### config.mk
export PLATFORM = sky130hd
export DESIGN_NAME = margin_gradient_alpha_blend
export DESIGN_NICKNAME = d
export VERILOG_FILES = /design/src/sv/mgab_pkg.sv /design/src/sv/mgab_cfg.sv /design/src/sv/mgab_geom.sv /design/src/sv/mgab_root.sv /design/src/sv/mgab_blend.sv /design/src/sv/margin_gradient_alpha_blend.sv
export VERILOG_INCLUDE_DIRS = /design/src /design/src/sv
export SDC_FILE = /design/constraint.sdc
export NUM_CORES = 2
export LEC_CHECK = 0
export ABC_AREA = 1
export BUFFER_PORTS_ARGS = -buffer_cell sky130_fd_sc_hd__clkbuf_2
export CORE_MARGIN = 8
export CORE_UTILIZATION = 25
export CTS_CLUSTER_SIZE = 20
export DETAILED_ROUTE_END_ITERATION = 8
export GPL_TIMING_DRIVEN = 1
export RECOVER_POWER = 25
export SETUP_SLACK_MARGIN = 0.2
export SLEW_MARGIN = 20
export SYNTH_ARGS = -nofsm -noshare
export SYNTH_HDL_FRONTEND = slang
export SYNTH_HIERARCHICAL = 1
export SYNTH_SLANG_ARGS = --single-unit
### constraint.sdc
create_clock -name clk -period 35.9 [get_ports clk]
set_input_delay 7.18 -clock clk [delete_from_list [all_inputs] [get_ports clk]]
set_output_delay 7.18 -clock clk [all_outputs]
set_load 0.02 [all_outputs]
### src/sv/margin_gradient_alpha_blend_assert.svh
// Assertion macros shared by the margin gradient blend RTL.
// Each macro expects clk and rst_n to be visible in the module that uses it.
`ifndef MARGIN_GRADIENT_ALPHA_BLEND_ASSERT_SVH
`define MARGIN_GRADIENT_ALPHA_BLEND_ASSERT_SVH

// Same-cycle implication, disabled while reset is held.
`define MGAB_ASSERT_IMPL(name, ante, cons, msg) \
  name: assert property (@(posedge clk) disable iff (!rst_n) (ante) |-> (cons)) \
    else $error(msg);

// Next-cycle implication, disabled while reset is held.
`define MGAB_ASSERT_NEXT(name, ante, cons, msg) \
  name: assert property (@(posedge clk) disable iff (!rst_n) (ante) |=> (cons)) \
    else $error(msg);

`endif

### src/sv/mgab_pkg.sv
// Shared widths, register codes, pipeline payload types and step functions
// for the margin gradient blend. No dependencies.
`default_nettype none

package mgab_pkg;

  localparam int unsigned COORD_W        = 12;
  localparam int unsigned COORD_BITS_DEF = 12;
  localparam int unsigned SIZE_W         = 13;
  localparam int unsigned MARGIN_W       = 11;
  localparam int unsigned GW_W           = 12;
  localparam int unsigned PIX_W          = 32;
  localparam int unsigned CFG_W          = 32;
  localparam int unsigned CFG_ADDR_W     = 3;
  localparam int unsigned IN_DATA_W      = 2 * COORD_W + PIX_W;
  localparam int unsigned OUT_DATA_W     = PIX_W;

  // Axis distances stay below 2^13, so the summed squares fit 27 bits.
  localparam int unsigned DIST_W      = 13;
  localparam int unsigned ROOT_W      = 14;
  localparam int unsigned SUM_W       = 2 * ROOT_W;
  localparam int unsigned REM_W       = ROOT_W + 1;
  localparam int unsigned ROOT_STAGES = ROOT_W / 2;
  localparam int unsigned QUOT_W      = 8;
  localparam int unsigned DIV_STAGES  = QUOT_W / 2;

  localparam logic [CFG_ADDR_W-1:0] REG_SCREEN_WIDTH   = 3'd0;
  localparam logic [CFG_ADDR_W-1:0] REG_SCREEN_HEIGHT  = 3'd1;
  localparam logic [CFG_ADDR_W-1:0] REG_MARGIN_SIZE    = 3'd2;
  localparam logic [CFG_ADDR_W-1:0] REG_GRADIENT_WIDTH = 3'd3;
  localparam logic [CFG_ADDR_W-1:0] REG_TINT_COLOUR    = 3'd4;

  localparam logic [SIZE_W-1:0]   RST_SCREEN_WIDTH   = 13'd1024;
  localparam logic [SIZE_W-1:0]   RST_SCREEN_HEIGHT  = 13'd768;
  localparam logic [MARGIN_W-1:0] RST_MARGIN_SIZE    = 11'd64;
  localparam logic [GW_W-1:0]     RST_GRADIENT_WIDTH = 12'd4;
  localparam logic [PIX_W-1:0]    RST_TINT_COLOUR    = 32'h6800_0000;

  typedef struct packed {
    logic [SIZE_W-1:0]   screen_width;
    logic [SIZE_W-1:0]   screen_height;
    logic [MARGIN_W-1:0] margin_size;
    logic [GW_W-1:0]     gradient_width;
    logic [PIX_W-1:0]    tint_colour;
  } cfg_t;

  typedef struct packed {
    logic [PIX_W-1:0]  under;
    logic              x_mid;
    logic              y_mid;
    logic [DIST_W-1:0] dx;
    logic [DIST_W-1:0] dy;
    logic [SUM_W-1:0]  sum;
  } geom_t;

  // val holds the radicand bits not yet consumed, top pair first.
  typedef struct packed {
    logic [PIX_W-1:0]  under;
    logic              x_mid;
    logic              y_mid;
    logic [DIST_W-1:0] dx;
    logic [DIST_W-1:0] dy;
    logic [SUM_W-1:0]  val;
    logic [REM_W-1:0]  rem;
    logic [ROOT_W-1:0] root;
    logic [QUOT_W-1:0] dq;
    logic [GW_W-1:0]   drem;
  } root_t;

  // One digit of the restoring square root.
  function automatic root_t sqrt_step(input root_t p);
    logic [REM_W+1:0] rs;
    logic [REM_W+1:0] trial;
    root_t            q;
    q     = p;
    rs    = {p.rem, p.val[SUM_W-1 -: 2]};
    trial = {1'b0, p.root, 2'b01};
    if (rs >= trial) begin
      q.rem  = REM_W'(rs - trial);
      q.root = {p.root[ROOT_W-2:0], 1'b1};
    end else begin
      q.rem  = rs[REM_W-1:0];
      q.root = {p.root[ROOT_W-2:0], 1'b0};
    end
    q.val = {p.val[SUM_W-3:0], 2'b00};
    return q;
  endfunction

  // One quotient bit of the restoring divide for the gradient step.
  function automatic root_t div_step(input root_t p, input logic b,
                                     input logic [GW_W-1:0] d);
    logic [GW_W:0] t;
    root_t         q;
    q = p;
    t = {p.drem, b};
    if (t >= {1'b0, d}) begin
      q.drem = GW_W'(t - {1'b0, d});
      q.dq   = {p.dq[QUOT_W-2:0], 1'b1};
    end else begin
      q.drem = t[GW_W-1:0];
      q.dq   = {p.dq[QUOT_W-2:0], 1'b0};
    end
    return q;
  endfunction

  function automatic logic [7:0] blend_channel(input logic [7:0] fa,
                                               input logic [7:0] fg,
                                               input logic [7:0] bg);
    logic [16:0] wf;
    logic [16:0] wb;
    logic [16:0] acc;
    wf  = 17'(8'hFF - fa);
    wb  = 17'(fa) + 17'd1;
    acc = wf * 17'(fg) + wb * 17'(bg);
    return acc[15:8];
  endfunction

endpackage

`default_nettype wire

### src/sv/mgab_cfg.sv
// Configuration register file for the margin gradient blend.
// Depends on mgab_pkg for register codes, widths and reset values.
`default_nettype none

module mgab_cfg import mgab_pkg::*; (
  input  wire logic                  clk,
  input  wire logic                  rst_n,
  input  wire logic                  cfg_we,
  input  wire logic [CFG_ADDR_W-1:0] cfg_addr,
  input  wire logic [CFG_W-1:0]      cfg_wdata,
  output cfg_t                       cfg
);

  cfg_t regs_r;

  always_ff @(posedge clk) begin
    if (!rst_n) begin
      regs_r.screen_width   <= RST_SCREEN_WIDTH;
      regs_r.screen_height  <= RST_SCREEN_HEIGHT;
      regs_r.margin_size    <= RST_MARGIN_SIZE;
      regs_r.gradient_width <= RST_GRADIENT_WIDTH;
      regs_r.tint_colour    <= RST_TINT_COLOUR;
    end else if (cfg_we) begin
      case (cfg_addr)
        REG_SCREEN_WIDTH:   regs_r.screen_width   <= cfg_wdata[SIZE_W-1:0];
        REG_SCREEN_HEIGHT:  regs_r.screen_height  <= cfg_wdata[SIZE_W-1:0];
        REG_MARGIN_SIZE:    regs_r.margin_size    <= cfg_wdata[MARGIN_W-1:0];
        REG_GRADIENT_WIDTH: regs_r.gradient_width <= cfg_wdata[GW_W-1:0];
        REG_TINT_COLOUR:    regs_r.tint_colour    <= cfg_wdata[PIX_W-1:0];
        default: ;
      endcase
    end
  end

  assign cfg = regs_r;

endmodule

`default_nettype wire

### src/sv/mgab_geom.sv
// Front of the pipeline: axis distances to the inner box, then the summed squares.
// Depends on mgab_pkg for cfg_t and geom_t.
`default_nettype none

module mgab_geom import mgab_pkg::*; #(
  parameter int unsigned COORD_BITS = COORD_BITS_DEF
) (
  input  wire logic               clk,
  input  wire logic               rst_n,
  input  cfg_t                    cfg,
  input  wire logic               in_valid,
  output logic                    in_ready,
  input  wire logic [COORD_W-1:0] in_x,
  input  wire logic [COORD_W-1:0] in_y,
  input  wire logic [PIX_W-1:0]   in_under,
  output logic                    out_valid,
  input  wire logic               out_ready,
  output geom_t                   out_data
);

  localparam int unsigned S_W = SIZE_W + 2;
  localparam logic [COORD_W-1:0] CMASK = COORD_W'((33'd1 << COORD_BITS) - 33'd1);

  typedef struct packed {
    logic              mid;
    logic [DIST_W-1:0] d;
  } axis_t;

  typedef struct packed {
    logic [PIX_W-1:0]  under;
    logic              x_mid;
    logic              y_mid;
    logic [DIST_W-1:0] dx;
    logic [DIST_W-1:0] dy;
  } stage_a_t;

  // Outside the box's range the distance is never negative, so the low bits suffice.
  function automatic axis_t axis_dist(input logic [COORD_W-1:0] p,
                                      input logic [MARGIN_W-1:0] m,
                                      input logic [SIZE_W-1:0] size);
    logic signed [S_W-1:0] ps;
    logic signed [S_W-1:0] ms;
    logic signed [S_W-1:0] stop;
    logic signed [S_W-1:0] d;
    logic                  below;
    axis_t                 a;
    ps     = signed'(S_W'(p));
    ms     = signed'(S_W'(m));
    stop   = signed'(S_W'(size)) - ms;
    below  = ps < ms;
    d      = below ? ms - ps : ps - stop;
    a.mid  = !below && (ps < stop);
    a.d    = d[DIST_W-1:0];
    return a;
  endfunction

  logic                  a_vld_r;
  stage_a_t              a_r;
  stage_a_t              a_nxt;
  logic                  b_vld_r;
  geom_t                 b_r;
  geom_t                 b_nxt;
  logic                  a_ready;
  logic                  b_ready;
  axis_t                 ax;
  axis_t                 ay;
  logic [2*DIST_W-1:0]   sq_x;
  logic [2*DIST_W-1:0]   sq_y;

  assign b_ready  = !b_vld_r || out_ready;
  assign a_ready  = !a_vld_r || b_ready;
  assign in_ready = a_ready;

  always_comb begin
    ax          = axis_dist(in_x & CMASK, cfg.margin_size, cfg.screen_width);
    ay          = axis_dist(in_y & CMASK, cfg.margin_size, cfg.screen_height);
    a_nxt.under = in_under;
    a_nxt.x_mid = ax.mid;
    a_nxt.y_mid = ay.mid;
    a_nxt.dx    = ax.d;
    a_nxt.dy    = ay.d;
  end

  always_comb begin
    sq_x        = a_r.dx * a_r.dx;
    sq_y        = a_r.dy * a_r.dy;
    b_nxt.under = a_r.under;
    b_nxt.x_mid = a_r.x_mid;
    b_nxt.y_mid = a_r.y_mid;
    b_nxt.dx    = a_r.dx;
    b_nxt.dy    = a_r.dy;
    b_nxt.sum   = SUM_W'(sq_x) + SUM_W'(sq_y);
  end

  always_ff @(posedge clk) begin
    if (!rst_n) begin
      a_vld_r <= 1'b0;
      b_vld_r <= 1'b0;
    end else begin
      if (a_ready) a_vld_r <= in_valid;
      if (b_ready) b_vld_r <= a_vld_r;
    end
  end

  always_ff @(posedge clk) begin
    if (a_ready) a_r <= a_nxt;
    if (b_ready) b_r <= b_nxt;
  end

  assign out_valid = b_vld_r;
  assign out_data  = b_r;

endmodule

`default_nettype wire

### src/sv/mgab_root.sv
// Square root pipeline, two result bits per stage, with the gradient step
// divide riding along in the first stages. Depends on mgab_pkg and the assert header.
`default_nettype none
`include "margin_gradient_alpha_blend_assert.svh"

module mgab_root import mgab_pkg::*; (
  input  wire logic clk,
  input  wire logic rst_n,
  input  cfg_t      cfg,
  input  wire logic in_valid,
  output logic      in_ready,
  input  geom_t     in_data,
  output logic      out_valid,
  input  wire logic out_ready,
  output root_t     out_data
);

  localparam int unsigned LAST = ROOT_STAGES - 1;

  root_t                     stg_r   [ROOT_STAGES];
  root_t                     stg_nxt [ROOT_STAGES];
  root_t                     stg_in  [ROOT_STAGES];
  logic [ROOT_STAGES-1:0]    vld_r;
  logic [ROOT_STAGES-1:0]    vld_in;
  logic [ROOT_STAGES:0]      rdy;
  root_t                     init;
  logic [QUOT_W-1:0]         dvd;

  // The step is (255 - alpha) / gradient_width; the divisor comes straight from the
  // register, which the user must hold still while beats are in flight (not enforced).
  assign dvd = 8'hFF - cfg.tint_colour[PIX_W-1 -: QUOT_W];

  always_comb begin
    init.under = in_data.under;
    init.x_mid = in_data.x_mid;
    init.y_mid = in_data.y_mid;
    init.dx    = in_data.dx;
    init.dy    = in_data.dy;
    init.val   = in_data.sum;
    init.rem   = '0;
    init.root  = '0;
    init.dq    = '0;
    init.drem  = '0;
  end

  assign rdy[ROOT_STAGES] = out_ready;
  assign in_ready         = rdy[0];

  for (genvar j = 0; j < ROOT_STAGES; j++) begin : g_stage
    if (j == 0) begin : g_first
      assign stg_in[j] = init;
      assign vld_in[j] = in_valid;
    end else begin : g_next
      assign stg_in[j] = stg_r[j-1];
      assign vld_in[j] = vld_r[j-1];
    end

    if (j < DIV_STAGES) begin : g_div
      localparam int unsigned HI = QUOT_W - 1 - 2 * j;
      always_comb begin
        stg_nxt[j] = div_step(div_step(sqrt_step(sqrt_step(stg_in[j])),
                                       dvd[HI], cfg.gradient_width),
                              dvd[HI-1], cfg.gradient_width);
      end
    end else begin : g_sqrt
      always_comb begin
        stg_nxt[j] = sqrt_step(sqrt_step(stg_in[j]));
      end
    end

    assign rdy[j] = !vld_r[j] || rdy[j+1];

    always_ff @(posedge clk) begin
      if (!rst_n) begin
        vld_r[j] <= 1'b0;
      end else if (rdy[j]) begin
        vld_r[j] <= vld_in[j];
      end
    end

    always_ff @(posedge clk) begin
      if (rdy[j]) stg_r[j] <= stg_nxt[j];
    end
  end

  assign out_valid = vld_r[LAST];
  assign out_data  = stg_r[LAST];

  `MGAB_ASSERT_IMPL(a_root_rem_bound, vld_r[LAST], stg_r[LAST].rem <= {stg_r[LAST].root, 1'b0}, "square root remainder above twice the root")
  `MGAB_ASSERT_NEXT(a_root_hold, vld_r[LAST] && !out_ready, vld_r[LAST] && $stable(stg_r[LAST]), "stalled root beat changed or dropped")

endmodule

`default_nettype wire

### src/sv/mgab_blend.sv
// Back of the pipeline: distance select, band test and tint alpha, then the
// per-channel blend into the output register. Depends on mgab_pkg and the assert header.
`default_nettype none
`include "margin_gradient_alpha_blend_assert.svh"

module mgab_blend import mgab_pkg::*; (
  input  wire logic        clk,
  input  wire logic        rst_n,
  input  cfg_t             cfg,
  input  wire logic        in_valid,
  output logic             in_ready,
  input  root_t            in_data,
  output logic             out_valid,
  input  wire logic        out_ready,
  output logic [PIX_W-1:0] out_pixel,
  output logic             out_band
);

  typedef struct packed {
    logic [PIX_W-1:0] under;
    logic             band;
    logic [7:0]       na;
  } stage_d_t;

  typedef struct packed {
    logic [PIX_W-1:0] pixel;
    logic             band;
  } stage_e_t;

  logic              d_vld_r;
  stage_d_t          d_r;
  stage_d_t          d_nxt;
  logic              e_vld_r;
  stage_e_t          e_r;
  stage_e_t          e_nxt;
  logic              d_ready;
  logic              e_ready;
  logic [ROOT_W-1:0] dist_sel;
  logic [QUOT_W-1:0] step;
  logic [15:0]       prod;
  logic [7:0]        r;
  logic [7:0]        g;
  logic [7:0]        b;

  assign e_ready  = !e_vld_r || out_ready;
  assign d_ready  = !d_vld_r || e_ready;
  assign in_ready = d_ready;

  // Edge bands use the single axis distance; corners use the root.
  always_comb begin
    if (in_data.x_mid) begin
      dist_sel = ROOT_W'(in_data.dy);
    end else if (in_data.y_mid) begin
      dist_sel = ROOT_W'(in_data.dx);
    end else begin
      dist_sel = in_data.root;
    end
    step        = (cfg.gradient_width == '0) ? '0 : in_data.dq;
    prod        = step * dist_sel[7:0];
    d_nxt.under = in_data.under;
    d_nxt.band  = !(in_data.x_mid && in_data.y_mid) &&
                  (dist_sel <= ROOT_W'(cfg.gradient_width));
    d_nxt.na    = cfg.tint_colour[31:24] + prod[7:0];
  end

  always_comb begin
    r           = blend_channel(d_r.na, cfg.tint_colour[23:16], d_r.under[23:16]);
    g           = blend_channel(d_r.na, cfg.tint_colour[15:8],  d_r.under[15:8]);
    b           = blend_channel(d_r.na, cfg.tint_colour[7:0],   d_r.under[7:0]);
    e_nxt.band  = d_r.band;
    e_nxt.pixel = d_r.band ? {8'h00, r, g, b} : d_r.under;
  end

  always_ff @(posedge clk) begin
    if (!rst_n) begin
      d_vld_r <= 1'b0;
      e_vld_r <= 1'b0;
    end else begin
      if (d_ready) d_vld_r <= in_valid;
      if (e_ready) e_vld_r <= d_vld_r;
    end
  end

  always_ff @(posedge clk) begin
    if (d_ready) d_r <= d_nxt;
    if (e_ready) e_r <= e_nxt;
  end

  assign out_valid = e_vld_r;
  assign out_pixel = e_r.pixel;
  assign out_band  = e_r.band;

  `MGAB_ASSERT_IMPL(a_band_alpha_zero, e_vld_r && e_r.band, e_r.pixel[PIX_W-1 -: 8] == 8'h00, "blended pixel carries nonzero alpha")

endmodule

`default_nettype wire

### src/sv/margin_gradient_alpha_blend.sv
// Margin gradient alpha blend, top level.
// Stream in: one beat per pixel on in_* carrying the coordinate and the
// background pixel. Stream out: one beat per input beat on out_*, in order,
// carrying the blended pixel in tdata and the in-band flag in tuser.
// Configuration: cfg_we writes cfg_wdata into register cfg_addr (0 screen
// width, 1 screen height, 2 margin, 3 gradient width, 4 tint); write only
// while no beat is in flight. Writes to other indexes are ignored.
// From an accepted input beat to out_tvalid, a beat passes through two
// geometry stages (axis distances, squares), seven square root stages at
// two root bits each, and two blend stages, the last being the output
// register. Throughput is one beat per cycle while the output is not stalled.
// When the receiver stalls, each stage holds its beat and in_tready falls
// only once every stage between input and output is occupied; empty
// stages keep filling meanwhile.
// Reset (rst_n low, synchronous) empties the pipeline and loads the
// register reset values.
// Depends on mgab_pkg, mgab_cfg, mgab_geom, mgab_root and mgab_blend.
`default_nettype none

module margin_gradient_alpha_blend import mgab_pkg::*; #(
  parameter int unsigned COORD_BITS = COORD_BITS_DEF
) (
  input  wire logic                  clk,
  input  wire logic                  rst_n,
  input  wire logic                  in_tvalid,
  output logic                       in_tready,
  // pixel_x [11:0], pixel_y [23:12], under_pixel [55:24]
  input  wire logic [IN_DATA_W-1:0]  in_tdata,
  output logic                       out_tvalid,
  input  wire logic                  out_tready,
  // pixel_out [31:0]
  output logic [OUT_DATA_W-1:0]      out_tdata,
  // in_band [0]
  output logic                       out_tuser,
  input  wire logic                  cfg_we,
  input  wire logic [CFG_ADDR_W-1:0] cfg_addr,
  input  wire logic [CFG_W-1:0]      cfg_wdata
);

  cfg_t  cfg;
  logic  geom_valid;
  logic  geom_ready;
  geom_t geom_data;
  logic  root_valid;
  logic  root_ready;
  root_t root_data;

  mgab_cfg u_cfg (
    .clk       (clk),
    .rst_n     (rst_n),
    .cfg_we    (cfg_we),
    .cfg_addr  (cfg_addr),
    .cfg_wdata (cfg_wdata),
    .cfg       (cfg)
  );

  mgab_geom #(
    .COORD_BITS (COORD_BITS)
  ) u_geom (
    .clk       (clk),
    .rst_n     (rst_n),
    .cfg       (cfg),
    .in_valid  (in_tvalid),
    .in_ready  (in_tready),
    .in_x      (in_tdata[COORD_W-1:0]),
    .in_y      (in_tdata[2*COORD_W-1:COORD_W]),
    .in_under  (in_tdata[IN_DATA_W-1:2*COORD_W]),
    .out_valid (geom_valid),
    .out_ready (geom_ready),
    .out_data  (geom_data)
  );

  mgab_root u_root (
    .clk       (clk),
    .rst_n     (rst_n),
    .cfg       (cfg),
    .in_valid  (geom_valid),
    .in_ready  (geom_ready),
    .in_data   (geom_data),
    .out_valid (root_valid),
    .out_ready (root_ready),
    .out_data  (root_data)
  );

  mgab_blend u_blend (
    .clk       (clk),
    .rst_n     (rst_n),
    .cfg       (cfg),
    .in_valid  (root_valid),
    .in_ready  (root_ready),
    .in_data   (root_data),
    .out_valid (out_tvalid),
    .out_ready (out_tready),
    .out_pixel (out_tdata),
    .out_band  (out_tuser)
  );

endmodule

`default_nettype wire
==> insert_results.sql <==
INSERT INTO impl_metrics (metric_group, metric, value, unit) VALUES
('status', 'status', 'finished clean', ''),
('yosys', 'syn_area', '74910', 'um2'),
('routing', 'viasPerCell', '4.240', ''),
('sta', 'final_max_slew_viol_count', '0', ''),
('min_path', 'hold_path_end', 'u_root/stg_r[0][105]', ''),
('clock_tree', 'hold_buffers', '0', ''),
('setup_path', 'reg2reg_from', 'u_blend/d_r[0]', ''),
('die', 'rows', '201', ''),
('sta', 'minimum_hold_slack', '328.0', 'ps'),
('sta', 'timing.final.hold_violations', '0', ''),
('grt', 'global_route.overflow_total', '0', ''),
('sta', 'fmaxAchievable', '0.05139', 'GHz'),
('placement', 'post-dp-hpwl', '143.3', 'mm'),
('sta', 'tightest_slew', '1170', 'ps'),
('setup_path', 'worst_setup_path_start_kind', 'primary input', ''),
('final_layout', 'area_occupied_by_multi_input_gates', '37770', 'um2'),
('setup_path', 'timing.critical_path.required', '28720', 'ps'),
('setup_path', 'worstPathArrival', '12280', 'ps'),
('setup_path', 'rr_endpoint', 'u_blend/out_pixel[10]', ''),
('grt', 'grt_util_all_layers', '11.31', '%'),
('clock_tree', 'worst_skew_pair.late_latency', '750', 'ps'),
('clock_tree', 'cts_tree', 'done', ''),
('die', 'die_x', '563.4', 'um'),
('clock_tree', 'cts_resized', '0', ''),
('routing', 'detail_route.wirelength', '182.1', 'mm'),
('grt', 'grt_antenna_before_repair', '20', ''),
('sta', 'fin_worst_skew', '98.29', 'ps'),
('clock_tree', 'clock-sinks', '1037', ''),
('clock_tree', 'clock_tree.htree_level_count', '3', ''),
('die', 'core_area', '299000', 'um2'),
('routing', 'total_iterations_of_the_first_detailed_routing_run', '6', ''),
('routing', 'detailroute.via_count', '51580', ''),
('sta', 'setup_repair_after_global_routing_missed_its_margin', 'no', ''),
('min_path', 'hp-class', 'flop to flop', ''),
('die', 'die-area', '317400', 'um2'),
('grt', 'grt_start_max_net_pins', '70', ''),
('clock_tree', 'ctsLongestPathBuffers', '3', ''),
('routing', 'drt-initial-drc-count', '3657', ''),
('final_layout', 'layout.nets', '9394', ''),
('routing', 'drc', '0', ''),
('setup_path', 'classification_of_the_worst_setup_path', 'primary input to output pin', ''),
('setup_path', 'startpoint', 'out_tready', ''),
('sta', 'setup_viol_count_final', '0', ''),
('sta', 'fin_setup_tns', '0', 'ps'),
('die', 'initial_utilization', '25.05', '%'),
('setup_path', 'end_kind', 'output pin', ''),
('job', 'cap_violations', '0', ''),
('min_path', 'min_from', 'u_geom/out_data[60]', ''),
('min_path', 'whs_path_depth', '0', ''),
('final_layout', 'fillers', '31300', ''),
('final_layout', 'area_growth', '12.01', '%'),
('placement', 'buffer_ports.inserted', '130', ''),
('die', 'num_io_pins', '131', ''),
('yosys', 'synthesis.area_per_instance', '9.396', 'um2'),
('setup_path', 'r2r.worst_path.cells', '28', ''),
('routing', 'route.antenna.remaining_nets', '0', ''),
('yosys', 'yosysWarningCount', '6', ''),
('sta', 'maxSlewHeadroom', '21.69', '%'),
('placement', 'gpl.final_weighted_congestion', '0.8594', ''),
('final_layout', 'final-seq-area', '30220', 'um2'),
('setup_path', 'regToRegSetupSlack', '27650', 'ps'),
('die', 'height_of_the_die', '563.4', 'um'),
('clock_tree', 'clock-root-buffer', 'sky130_fd_sc_hd__clkbuf_16', ''),
('clock_tree', 'cts_made_buffers', '106', ''),
('setup_path', 'crit_path_max_fanout', '62', ''),
('clock_tree', 'cts.reportedPaths.clkPinSlew', '60', 'ps'),
('clock_tree', 'postCtsSetupBuffers', '0', ''),
('sta', 'period_needed', '19460', 'ps'),
('final_layout', 'layout-drive-gt1-share', '6.146', '%'),
('grt', 'first_global_vias', '51050', ''),
('yosys', 'syn_inst', '7973', ''),
('routing', 'route.detailed.wl_per_inst', '14.97', 'um'),
('grt', 'grt_pass1_wl', '285.1', 'mm'),
('sta', 'min_period_over_period', '54.20', '%');
## worst max-delay path: stages
cell	delay, ps
sky130_fd_sc_hd__clkbuf_2	80
sky130_fd_sc_hd__inv_1	50
sky130_fd_sc_hd__nand3_2	50
sky130_fd_sc_hd__buf_4	470
sky130_fd_sc_hd__nor2_1	140
sky130_fd_sc_hd__clkinv_2	250
sky130_fd_sc_hd__nor2_1	120
sky130_fd_sc_hd__inv_4	340
sky130_fd_sc_hd__nor2_1	140
sky130_fd_sc_hd__inv_4	360
sky130_fd_sc_hd__nor2_1	130
sky130_fd_sc_hd__inv_4	460
sky130_fd_sc_hd__nor2_1	150
sky130_fd_sc_hd__inv_4	600
sky130_fd_sc_hd__nor2_1	260
sky130_fd_sc_hd__nand2_4	640
sky130_fd_sc_hd__inv_1	250
sky130_fd_sc_hd__nand3_4	300
sky130_fd_sc_hd__clkbuf_2	230
## worst max path at each step
stage | depth (start not counted) | endpoint | slack, ps
after floorplan | 16 | in_tready | 5330
after global placement | 19 | in_tready | 16280
after detailed placement | 19 | in_tready | 16190
after CTS | 19 | in_tready | 16180
after global routing | 19 | in_tready | 15730
final | 19 | in_tready | 16440
## per-layer routing
layer | part of all wire, % | global-route usage, % | routed length (um)
met1 | 46 | 15.34 | 83030
met2 | 46 | 18.85 | 83530
met3 | 5.5 | 1.544 | 9968
met4 | 3.0 | 3.170 | 5493
met5 | 0.014 | 0 | 26
## placed cells by master, fill, tap and decap left out, types with 8 or more instances in the layout
cell type                   instances
sky130_fd_sc_hd__nand3_1          373
sky130_fd_sc_hd__o21a_1            27
sky130_fd_sc_hd__nor2_2            16
sky130_fd_sc_hd__a21oi_1          293
sky130_fd_sc_hd__nor3_1            55
sky130_fd_sc_hd__clkinv_2          15
sky130_fd_sc_hd__nand4_1           65
sky130_fd_sc_hd__o21ai_1           25
sky130_fd_sc_hd__or2_2             22
sky130_fd_sc_hd__bufinv_16         16
sky130_fd_sc_hd__inv_6             12
sky130_fd_sc_hd__dfxtp_1           92
sky130_fd_sc_hd__clkbuf_16        106
sky130_fd_sc_hd__a21o_1            18
sky130_fd_sc_hd__buf_4             35
sky130_fd_sc_hd__nor2_1           742
sky130_fd_sc_hd__xnor2_1           97
sky130_fd_sc_hd__nand2_2           26
sky130_fd_sc_hd__clkbuf_1          13
sky130_fd_sc_hd__nand3b_1          30
sky130_fd_sc_hd__fa_1             576
sky130_fd_sc_hd__o21ai_2           17
sky130_fd_sc_hd__inv_2             34
sky130_fd_sc_hd__nand3_2           17
sky130_fd_sc_hd__o21bai_1          22
sky130_fd_sc_hd__inv_1           1628
sky130_fd_sc_hd__o21ai_0          206
sky130_fd_sc_hd__nand2_1         1643
sky130_fd_sc_hd__clkbuf_2         129
sky130_fd_sc_hd__a31oi_1           14
sky130_fd_sc_hd__xor2_1           135
sky130_fd_sc_hd__edfxtp_1         945
sky130_fd_sc_hd__ha_1             614
sky130_fd_sc_hd__clkinv_1          19
sky130_fd_sc_hd__o211ai_1           8
## through the flow
| step | std cells | worst slack, ps | cell area (um2) | utilization [%] |
|---|---|---|---|---|
| 2_1_floorplan | 7974 | 5326 | 74910 | - |
| 3_3_place_gp | 11960 | 16280 | 80140 | 26.80 |
| 3_5_place_dp | 11960 | 16190 | 80140 | 26.80 |
| 4_1_cts | 12160 | 16180 | 83890 | 28.06 |
| 5_1_grt | 12160 | 15730 | 83890 | 28.06 |
| 6_report | 12160 | 16440 | 83900 | 28.06 |
## area by class of cell
class	count	area share [%]
multi-input cells	5127	45.02
flip-flops and latches	1037	36.02
inverters	1672	7.496
well taps	3958	5.902
clock buffers	124	3.302
clock inverters	77	1.174
repair buffers	164	1.083
diodes	4	0.01193
## sequential cells by signal (all words and copies together), names as in the netlist
| register | count |
|---|---|
| u_blend/out_valid | 1 |
| u_root/vld_in | 6 |
| u_root/out_valid | 1 |
| u_geom/out_valid | 1 |
| u_root/stg_r | 724 |
| u_geom/a_vld_r | 1 |
| u_blend/d_vld_r | 1 |
| u_blend/out_band | 1 |
| u_blend/d_r | 41 |
| u_blend/out_pixel | 32 |
| u_cfg/cfg | 81 |
| u_geom/a_r | 60 |
| u_geom/out_data | 87 |
Power is left out: the tool's default activity adds up to more than one toggle a clock period on the data nets, which glitch-free logic cannot reach.
